<file path="src/rtl/tlbpt_pkg.sv">
// Shared types and constants for the TLB and page table address translator.
// No dependencies; the TLB, the top level and the checker import this package.
package tlbpt_pkg;

    localparam int ADDR_W       = 16;
    localparam int PAGE_W       = 8;
    localparam int OFFSET_W     = 8;
    localparam int FRAME_W      = 8;
    localparam int CNT_W        = 32;
    localparam int PAGE_ENTRIES = 256;

    // Output tdata layout, lowest bit first.
    localparam int OUT_PHYS_LSB  = 0;
    localparam int OUT_HIT_BIT   = 16;
    localparam int OUT_FAULT_BIT = 17;
    localparam int OUT_ACNT_LSB  = 18;
    localparam int OUT_FCNT_LSB  = 50;
    localparam int OUT_HCNT_LSB  = 82;
    localparam int OUT_USED_W    = 114;
    localparam int OUT_TDATA_W   = 120;

    // Controller states, one-hot.
    typedef enum logic [1:0] {
        ST_IDLE    = 2'b01,
        ST_RESOLVE = 2'b10
    } state_t;

    // Result of a TLB lookup, valid in the cycle after the lookup is issued.
    typedef struct packed {
        logic               hit;
        logic [FRAME_W-1:0] frame;
    } tlb_lookup_t;

    // Fill command: write a page and frame pair into the TLB.
    typedef struct packed {
        logic               en;
        logic [PAGE_W-1:0]  page;
        logic [FRAME_W-1:0] frame;
    } tlb_fill_t;

endpackage

</file>
<file path="src/rtl/tlbpt_ram.sv">
// Generic single-port-write, single-port-read RAM with a registered read.
// No dependencies.
module tlbpt_ram #(
    parameter int WIDTH = 8,
    parameter int DEPTH = 16
) (
    input  logic                                      clk,
    input  logic                                      we,
    input  logic [((DEPTH > 1) ? $clog2(DEPTH) : 1)-1:0] waddr,
    input  logic [WIDTH-1:0]                          wdata,
    input  logic                                      re,
    input  logic [((DEPTH > 1) ? $clog2(DEPTH) : 1)-1:0] raddr,
    output logic [WIDTH-1:0]                          rdata
);

    logic [WIDTH-1:0] mem [DEPTH];
    logic [WIDTH-1:0] rdata_reg;

    // Write port.
    always_ff @(posedge clk)
    begin
        if (we)
        begin
            mem[waddr] <= wdata;
        end
    end

    // Registered read port; data holds while no read is issued.
    always_ff @(posedge clk)
    begin
        if (re)
        begin
            rdata_reg <= mem[raddr];
        end
    end

    assign rdata = rdata_reg;

endmodule

</file>
<file path="src/rtl/tlbpt_tlb.sv">
// Fully associative TLB: tag and valid registers with a parallel compare,
// frame numbers in a tlbpt_ram. Depends on tlbpt_pkg and tlbpt_ram.
module tlbpt_tlb
    import tlbpt_pkg::*;
#(
    parameter int TLB_ENTRIES = 16
) (
    input  logic              clk,
    input  logic              rst_n,
    input  logic              lookup_en,
    input  logic [PAGE_W-1:0] lookup_page,
    output tlb_lookup_t       result,
    input  tlb_fill_t         fill
);

    localparam int IDX_W = (TLB_ENTRIES > 1) ? $clog2(TLB_ENTRIES) : 1;

    logic [PAGE_W-1:0]      tag_reg [TLB_ENTRIES];
    logic [TLB_ENTRIES-1:0] valid_reg;
    logic [IDX_W-1:0]       fifo_ptr_reg;
    logic                   hit_reg;

    logic [TLB_ENTRIES-1:0] match;
    logic                   any_hit;
    logic [IDX_W-1:0]       hit_idx;
    logic [IDX_W-1:0]       free_idx;
    logic                   all_valid;
    logic [IDX_W-1:0]       fill_slot;
    logic [FRAME_W-1:0]     frame_rdata;

    // Tag compare in every slot; the lowest matching slot wins.
    always_comb
    begin
        any_hit = 1'b0;
        hit_idx = '0;
        for (int i = 0; i < TLB_ENTRIES; i++)
        begin
            match[i] = valid_reg[i] && (tag_reg[i] == lookup_page);
        end
        for (int i = TLB_ENTRIES - 1; i >= 0; i--)
        begin
            if (match[i])
            begin
                any_hit = 1'b1;
                hit_idx = IDX_W'(i);
            end
        end
    end

    // Fill slot: the lowest invalid slot, or the FIFO slot when all are valid.
    always_comb
    begin
        all_valid = &valid_reg;
        free_idx  = '0;
        for (int i = TLB_ENTRIES - 1; i >= 0; i--)
        begin
            if (!valid_reg[i])
            begin
                free_idx = IDX_W'(i);
            end
        end
        fill_slot = all_valid ? fifo_ptr_reg : free_idx;
    end

    // Valid bits, FIFO pointer and registered hit flag.
    always_ff @(posedge clk or negedge rst_n)
    begin
        if (!rst_n)
        begin
            valid_reg    <= '0;
            fifo_ptr_reg <= '0;
            hit_reg      <= 1'b0;
        end
        else
        begin
            if (lookup_en)
            begin
                hit_reg <= any_hit;
            end
            if (fill.en)
            begin
                valid_reg[fill_slot] <= 1'b1;
                if (all_valid)
                begin
                    fifo_ptr_reg <= (fifo_ptr_reg == IDX_W'(TLB_ENTRIES - 1)) ?
                                    '0 : fifo_ptr_reg + 1'b1;
                end
            end
        end
    end

    // Tags are payload and need no reset.
    always_ff @(posedge clk)
    begin
        if (fill.en)
        begin
            tag_reg[fill_slot] <= fill.page;
        end
    end

    // Frame numbers, read at the matching slot.
    tlbpt_ram #(
        .WIDTH (FRAME_W),
        .DEPTH (TLB_ENTRIES)
    ) u_frame_ram (
        .clk   (clk),
        .we    (fill.en),
        .waddr (fill_slot),
        .wdata (fill.frame),
        .re    (lookup_en),
        .raddr (hit_idx),
        .rdata (frame_rdata)
    );

    assign result.hit   = hit_reg;
    assign result.frame = frame_rdata;

endmodule

</file>
<file path="src/rtl/tlb_page_table_translator_top.sv">
// The result is registered in the resolve step, once the output register is free.
// One request at a time: the page table RAM is read with the request and written
// back in the resolve step; the TLB compare runs alongside.
// A full output register holds the controller in its resolve step until taken.
// Reset clears all valid bits, pointers and counters at once; no clearing pass.
module tlb_page_table_translator_top
    import tlbpt_pkg::*;
#(
    parameter int TLB_ENTRIES = 16,
    parameter int FRAME_TOTAL = 256
) (
    input  logic                   clk,
    input  logic                   rst_n,
    input  logic                   s_tvalid,
    output logic                   s_tready,
    // logical_addr[15:0]
    input  logic [ADDR_W-1:0]      s_tdata,
    output logic                   m_tvalid,
    input  logic                   m_tready,
    // phys_addr[15:0], tlb_hit[16], page_fault[17], address_count[49:18],
    // fault_count[81:50], hit_count[113:82], zero fill[119:114]
    output logic [OUT_TDATA_W-1:0] m_tdata
);

    state_t state_reg, state_next;

    logic [PAGE_W-1:0]       page_reg;
    logic [OFFSET_W-1:0]     offset_reg;
    logic [FRAME_W-1:0]      frame_ptr_reg;
    logic [PAGE_ENTRIES-1:0] pt_valid_reg;
    logic [CNT_W-1:0]        addr_cnt_reg, addr_cnt_next;
    logic [CNT_W-1:0]        fault_cnt_reg, fault_cnt_next;
    logic [CNT_W-1:0]        hit_cnt_reg, hit_cnt_next;
    logic                    out_valid_reg;
    logic [OUT_TDATA_W-1:0]  out_data_reg;

    logic                    accept;
    logic                    done;
    logic                    fault;
    logic [FRAME_W-1:0]      frame;
    logic [FRAME_W-1:0]      pt_rdata;
    tlb_lookup_t             tlb_res;
    tlb_fill_t               tlb_fill;

    assign s_tready = (state_reg == ST_IDLE);
    assign accept   = s_tvalid && s_tready;
    assign done     = (state_reg == ST_RESOLVE) && (!out_valid_reg || m_tready);

    // TLB lookup is issued with the request; results arrive in the resolve step.
    tlbpt_tlb #(
        .TLB_ENTRIES (TLB_ENTRIES)
    ) u_tlb (
        .clk         (clk),
        .rst_n       (rst_n),
        .lookup_en   (accept),
        .lookup_page (s_tdata[ADDR_W-1:OFFSET_W]),
        .result      (tlb_res),
        .fill        (tlb_fill)
    );

    // Page table frames; valid bits live in flip-flops.
    tlbpt_ram #(
        .WIDTH (FRAME_W),
        .DEPTH (PAGE_ENTRIES)
    ) u_pt_ram (
        .clk   (clk),
        .we    (done && fault),
        .waddr (page_reg),
        .wdata (frame),
        .re    (accept),
        .raddr (s_tdata[ADDR_W-1:OFFSET_W]),
        .rdata (pt_rdata)
    );

    // Frame selection: TLB, then page table, then a newly assigned frame.
    always_comb
    begin
        fault = !tlb_res.hit && !pt_valid_reg[page_reg];
        if (tlb_res.hit)
        begin
            frame = tlb_res.frame;
        end
        else if (!fault)
        begin
            frame = pt_rdata;
        end
        else
        begin
            frame = frame_ptr_reg;
        end
        tlb_fill.en    = done && !tlb_res.hit;
        tlb_fill.page  = page_reg;
        tlb_fill.frame = frame;
    end

    // Running counts including the current request.
    always_comb
    begin
        addr_cnt_next  = addr_cnt_reg + 1'b1;
        fault_cnt_next = fault ? fault_cnt_reg + 1'b1 : fault_cnt_reg;
        hit_cnt_next   = tlb_res.hit ? hit_cnt_reg + 1'b1 : hit_cnt_reg;
    end

    // Controller sequence.
    always_comb
    begin
        state_next = state_reg;
        case (state_reg)
            ST_IDLE:
            begin
                if (accept)
                begin
                    state_next = ST_RESOLVE;
                end
            end
            ST_RESOLVE:
            begin
                if (done)
                begin
                    state_next = ST_IDLE;
                end
            end
            default:
            begin
                state_next = ST_IDLE;
            end
        endcase
    end

    // Control state, pointers, valid bits and counters.
    always_ff @(posedge clk or negedge rst_n)
    begin
        if (!rst_n)
        begin
            state_reg     <= ST_IDLE;
            frame_ptr_reg <= '0;
            pt_valid_reg  <= '0;
            addr_cnt_reg  <= '0;
            fault_cnt_reg <= '0;
            hit_cnt_reg   <= '0;
            out_valid_reg <= 1'b0;
        end
        else
        begin
            state_reg <= state_next;
            if (done)
            begin
                addr_cnt_reg  <= addr_cnt_next;
                fault_cnt_reg <= fault_cnt_next;
                hit_cnt_reg   <= hit_cnt_next;
                out_valid_reg <= 1'b1;
                if (fault)
                begin
                    pt_valid_reg[page_reg] <= 1'b1;
                    frame_ptr_reg <= (frame_ptr_reg == FRAME_W'(FRAME_TOTAL - 1)) ?
                                     '0 : frame_ptr_reg + 1'b1;
                end
            end
            else if (m_tready)
            begin
                out_valid_reg <= 1'b0;
            end
        end
    end

    // Request and result payload registers.
    always_ff @(posedge clk)
    begin
        if (accept)
        begin
            page_reg   <= s_tdata[ADDR_W-1:OFFSET_W];
            offset_reg <= s_tdata[OFFSET_W-1:0];
        end
        if (done)
        begin
            out_data_reg <= {
                (OUT_TDATA_W - OUT_USED_W)'(0),
                hit_cnt_next,
                fault_cnt_next,
                addr_cnt_next,
                fault,
                tlb_res.hit,
                frame,
                offset_reg
            };
        end
    end

    assign m_tvalid = out_valid_reg;
    assign m_tdata  = out_data_reg;

endmodule

</file>
<file path="config.mk">
export PLATFORM = sky130hd
export DESIGN_NAME = tlb_page_table_translator_top
export DESIGN_NICKNAME = d
export VERILOG_FILES = /design/src/rtl/tlbpt_pkg.sv /design/src/rtl/tlbpt_ram.sv /design/src/rtl/tlbpt_tlb.sv /design/src/rtl/tlb_page_table_translator_top.sv
export SDC_FILE = /design/constraint.sdc
export NUM_CORES = 2
export LEC_CHECK = 0
export BUFFER_PORTS_ARGS = -buffer_cell sky130_fd_sc_hd__clkbuf_2
export CAP_MARGIN = 10
export CORE_ASPECT_RATIO = 0.75
export CORE_MARGIN = 2
export CORE_UTILIZATION = 50
export DETAILED_ROUTE_END_ITERATION = 8
export GPL_TIMING_DRIVEN = 0
export PLACE_DENSITY = 0.77
export SLEW_MARGIN = 20
export SYNTH_ARGS = -nofsm -noshare
export SYNTH_HDL_FRONTEND = slang
export SYNTH_SLANG_ARGS = --single-unit
</file>
<file path="constraint.sdc">
create_clock -name clk -period 28.4 [get_ports clk]
set_input_delay 1.42 -clock clk [delete_from_list [all_inputs] [get_ports clk]]
set_output_delay 1.42 -clock clk [all_outputs]
set_load 0.01 [all_outputs]
</file>
==> impl_metrics.prom <==
# TYPE chip_impl_metric gauge
chip_impl_metric{name="max_clock_buf_depth",unit=""} 4
chip_impl_info{name="clk_root_buffer_cell",value="clkbuf_16"} 1
chip_impl_metric{name="p_int",unit="mW"} 7.17
chip_impl_metric{name="die-width",unit="µm"} 551
chip_impl_metric{name="drive_above_1_share",unit="%"} 31.1
chip_impl_metric{name="setup_total_negative_slack",unit="ps"} 0
chip_impl_metric{name="reg2reg_depth",unit=""} 14
chip_impl_metric{name="count_of_input_and_output_buffers",unit=""} 135
chip_impl_metric{name="worst_slew_margin_rel",unit="%"} 8.29
chip_impl_metric{name="post_synthesis_instance_area",unit="mm²"} 0.112
chip_impl_metric{name="final_period_minus_worst_setup_slack",unit="ps"} 8050
chip_impl_metric{name="fin_util",unit="%"} 57.7
chip_impl_metric{name="ys_async_sr_fraction",unit="%"} 13.5
chip_impl_info{name="startpoint_type",value="flop"} 1
chip_impl_metric{name="vias_in_the_first_global_route",unit=""} 59146
chip_impl_metric{name="detail_route.first_pass.iterations",unit=""} 6
chip_impl_metric{name="clock_insertion_delay_worst_skew",unit="ps"} 910
chip_impl_info{name="yosys-top-cells-area",value="edfxtp_1 66%, mux4_2 15%, dfrtp_1 8.5%, xnor2_1 1.9%, nor3_2 1.0%"} 1
chip_impl_metric{name="post_drt_via_cell_ratio",unit=""} 6.53
chip_impl_metric{name="final.setup_skew",unit="ps"} 56.8
chip_impl_metric{name="cp_data_required_time",unit="ps"} 28910
chip_impl_info{name="r2r_end",value="u_pt_ram.mem[216][1]"} 1
chip_impl_metric{name="synth-xor-area-share",unit="%"} 2.48
chip_impl_metric{name="cts_repair_resize_count",unit=""} 0
chip_impl_metric{name="routabilityCongestion",unit=""} 0.936
chip_impl_info{name="synth-main-ff-cell",value="edfxtp_1"} 1
chip_impl_metric{name="dr.first_iter.drc_count",unit=""} 10479
chip_impl_metric{name="switching_share",unit="%"} 24.2
chip_impl_metric{name="synth_area_per_cell",unit="µm²"} 20.5
chip_impl_metric{name="synth_top_area_share",unit="%"} 65.6
chip_impl_metric{name="netlist_instances",unit=""} 5476
chip_impl_info{name="hold_path.startpoint",value="offset_reg[3]"} 1
chip_impl_info{name="busiest_layer",value="met2"} 1
chip_impl_metric{name="vias",unit=""} 60144
chip_impl_metric{name="dpl_cell_area",unit="mm²"} 0.120
chip_impl_metric{name="postCtsSetupRepairBufs",unit=""} 0
chip_impl_metric{name="grtUsageMet1",unit="%"} 37.3
chip_impl_metric{name="clock_tree.htree_level_count",unit=""} 4
chip_impl_info{name="synthDominantAreaCellType",value="edfxtp_1"} 1
chip_impl_metric{name="layout_worst_path_cycle_share",unit="%"} 28.4
chip_impl_metric{name="reg2reg_setup_slack",unit="ps"} 20350
chip_impl_metric{name="synth_cell_types",unit=""} 58
chip_impl_metric{name="critical_path.max_fanout",unit=""} 17
chip_impl_metric{name="flow.area_growth_from_synthesis",unit="%"} 14.8
chip_impl_metric{name="cts.reportedPaths.clkPinSlew",unit="ps"} 60
chip_impl_metric{name="ctsHoldBuffers",unit=""} 0
chip_impl_info{name="whs_endpoint",value="m_tdata[3]"} 1
chip_impl_metric{name="drt_total_wl",unit="µm"} 305000
chip_impl_metric{name="drt-wirelength-per-cell",unit="µm"} 33.1
chip_impl_info{name="reg2reg_launch_point",value="page_reg[3]"} 1
chip_impl_metric{name="clock-sinks",unit=""} 2834
chip_impl_metric{name="grt_max_degree",unit=""} 92
chip_impl_metric{name="report.final.hold_viol_count",unit=""} 0
chip_impl_metric{name="leakage",unit="nW"} 39.9
chip_impl_metric{name="synth_edf_count",unit=""} 2450
chip_impl_metric{name="synth-seq-cells",unit=""} 2834
chip_impl_metric{name="synth_compound_area_share",unit="%"} 0.803
chip_impl_metric{name="irDropWorstVdd",unit="mV"} 0.0602
chip_impl_metric{name="hpwlAfterDp",unit="µm"} 204000
chip_impl_metric{name="num_rows",unit=""} 150
chip_impl_metric{name="gr-usage-met2",unit="%"} 37.8
chip_impl_metric{name="placeableCoreArea",unit="mm²"} 0.223
chip_impl_metric{name="start_util",unit="%"} 50.3
chip_impl_info{name="timing.hold.worst.class",value="reg2reg"} 1
chip_impl_metric{name="ios",unit=""} 142
chip_impl_info{name="largest_family_of_logic_cells_by_synthesized_area",value="multiplexers"} 1
chip_impl_info{name="grt_setup_unrepaired",value="no"} 1
chip_impl_info{name="status",value="finished clean"} 1
chip_impl_metric{name="detailedPlace.worstSlack",unit="ps"} 21030
chip_impl_metric{name="finish.net_count",unit=""} 6050
chip_impl_metric{name="post_synth_mux_area_share",unit="%"} 16.0
chip_impl_metric{name="timing_worst_slew_pin_value",unit="ps"} 1380
chip_impl_info{name="tritoncts",value="built"} 1
chip_impl_metric{name="remaining_drc_errors",unit=""} 0
chip_impl_metric{name="worstPathArrival",unit="ps"} 8570
chip_impl_metric{name="fin_worst_hold_slack",unit="ps"} 422
chip_impl_metric{name="max_cap_viol_count",unit=""} 0
chip_impl_metric{name="floorplan.die_area",unit="mm²"} 0.228
chip_impl_metric{name="power.share.clock",unit="%"} 36.6
chip_impl_metric{name="floorplan.die.height",unit="µm"} 414
chip_impl_metric{name="count_of_final_max_slew_check_failures",unit=""} 0
chip_impl_metric{name="power.combinational.fraction",unit="%"} 11.7
chip_impl_metric{name="grt_overflow",unit=""} 0
chip_impl_metric{name="clock.fmax",unit="MHz"} 124
chip_impl_metric{name="switching_power",unit="mW"} 2.29
chip_impl_info{name="critical_path.endpoint_type",value="flop"} 1
chip_impl_metric{name="finalSetupViolations",unit=""} 0
chip_impl_metric{name="cts_buffers",unit=""} 249
chip_impl_metric{name="antenna_violations_before_repair",unit=""} 26
chip_impl_metric{name="track_usage",unit="%"} 26.7
chip_impl_metric{name="synth_sequential_area_ratio",unit="%"} 74.2
chip_impl_metric{name="drt.antenna.violating_nets",unit=""} 0
chip_impl_metric{name="final_std_cell_area_no_fill",unit="mm²"} 0.129
chip_impl_metric{name="grt_first_pass_wirelength",unit="µm"} 433000
chip_impl_metric{name="synth.yosys.warnings",unit=""} 0
chip_impl_metric{name="largest_register_ff_count",unit=""} 2048
chip_impl_metric{name="seqPwrFrac",unit="%"} 51.7
chip_impl_info{name="setup.worst_path.start",value="page_reg[3]"} 1
chip_impl_metric{name="synthAdderAreaFrac",unit="%"} 0.0558
chip_impl_metric{name="power_per_cell_area",unit="mW/mm²"} 73.5
chip_impl_metric{name="groute.layer.met3.usage",unit="%"} 11.0
chip_impl_metric{name="fillers",unit=""} 15431
chip_impl_info{name="timing_worst_setup_path_type",value="reg2reg"} 1
chip_impl_metric{name="post_synth_and_or_nand_nor_area_fraction",unit="%"} 5.27
chip_impl_metric{name="number_of_cells_on_the_worst_hold_path",unit=""} 0
chip_impl_metric{name="worst_slack",unit="ps"} 20350
==> layout by cell type, fill, tap and decap left out, types with 58 or more instances in the layout <==
cell	Yosys	layout
buf_4	17	58
clkbuf_1	149	169
xor2_1	78	78
clkbuf_16	0	252
xnor2_1	239	239
buf_2	34	58
mux4_2	760	760
buf_16	0	78
nand2_1	179	178
nor2_1	97	79
dfrtp_1	383	383
edfxtp_1	2450	2450
clkbuf_2	0	174
or2_1	178	178
nand3_1	70	68
nor3_2	112	244
or2_2	73	73
==> layer usage <==
layer / wire length [µm] / share of wire [%]
met3: 47900 / 16
met5: 605 / 0.20
met2: 132000 / 43
met4: 13100 / 4.3
met1: 111000 / 36
==> power by group through the flow <==
| stage | Combinational, mW | Sequential [mW] | Clock, mW |
|---|---|---|---|
| finish | 1.10 | 4.89 | 3.47 |
| detailed placement | 1.06 | 4.98 | 0 |
| global route | 1.14 | 4.89 | 3.62 |
| floorplan | 0.428 | 5.24 | 0 |
| CTS | 1.07 | 4.89 | 3.47 |
| global placement | 0.755 | 5.55 | 0 |
==> synthesized netlist by cell type (all sizes together) (4+ instances only) <==
master,count
edfxtp,2450
mux4,760
dfrtp,383
nor3,286
or2,251
xnor2,239
nand2,179
buf,149
clkbuf,149
nor2,98
xor2,78
nand3,70
mux2i,56
nand4,48
nor2b,28
o21ai,27
a21oi,25
and3,25
mux2,22
o21bai,20
inv,19
a211oi,17
and2,11
or3,10
nor4,9
a221o,8
o22ai,8
and4,6
ha,5
nand2b,5
a21boi,4
a22o,4
a22oi,4
==> worst max path at each step <==
stage / to / cells after the start
after global placement: u_pt_ram.mem[184][6] / 10
after global routing: u_pt_ram.mem[219][1] / 14
after floorplan: m_tdata[10] / 11
after CTS: u_pt_ram.mem[216][1] / 14
final: u_pt_ram.mem[216][1] / 14
after detailed placement: u_pt_ram.mem[194][1] / 14
==> critical path, stage by stage, from the launching register on <==
cell      delay (ps)
edfxtp_1         940
clkbuf_1        1020
clkbuf_1         890
mux4_2           630
a22oi_1          640
nand2_1          170
a21oi_1          180
nand3_1          630
or3_1            590
buf_2            280
buf_6            240
buf_2            310
nor2_1           210
nand2_1          150
nor2_1           700
==> through the flow <==
step | power, mW | cells
finish | 9.46 | 9209
floorplan | 5.67 | 5481
CTS | 9.43 | 9194
global route | 9.66 | 9203
global placement | 6.30 | 8580
detailed placement | 6.04 | 8734
==> kinds of logic (layout without fill, tap and decap cells) <==
group | after synthesis | count (layout)
XOR/XNOR | 317 | 317
buffers and inverters | 317 | 1070
AND/OR/NAND/NOR | 1030 | 1030
AO/OA/AOI/OAI | 134 | 134
flip-flops | 2834 | 2834
adder cells (fa/ha/maj) | 5 | 5
other | 1 | 17
multiplexers | 838 | 838
==> final cells by class <==
cell class	instances	area [µm²]	share of cell area, %
antenna	11	27.5	0.0214
clock buffer	338	6970	5.41
inverter	19	71.3	0.0554
sequential	2834	83200	64.6
multi-input combinational	2330	28400	22.1
clock inverter	122	1260	0.983
tap	2964	3710	2.88
timing repair buffer	293	3700	2.88
buffer	298	1380	1.07
Power figures use the tool's default switching activity.
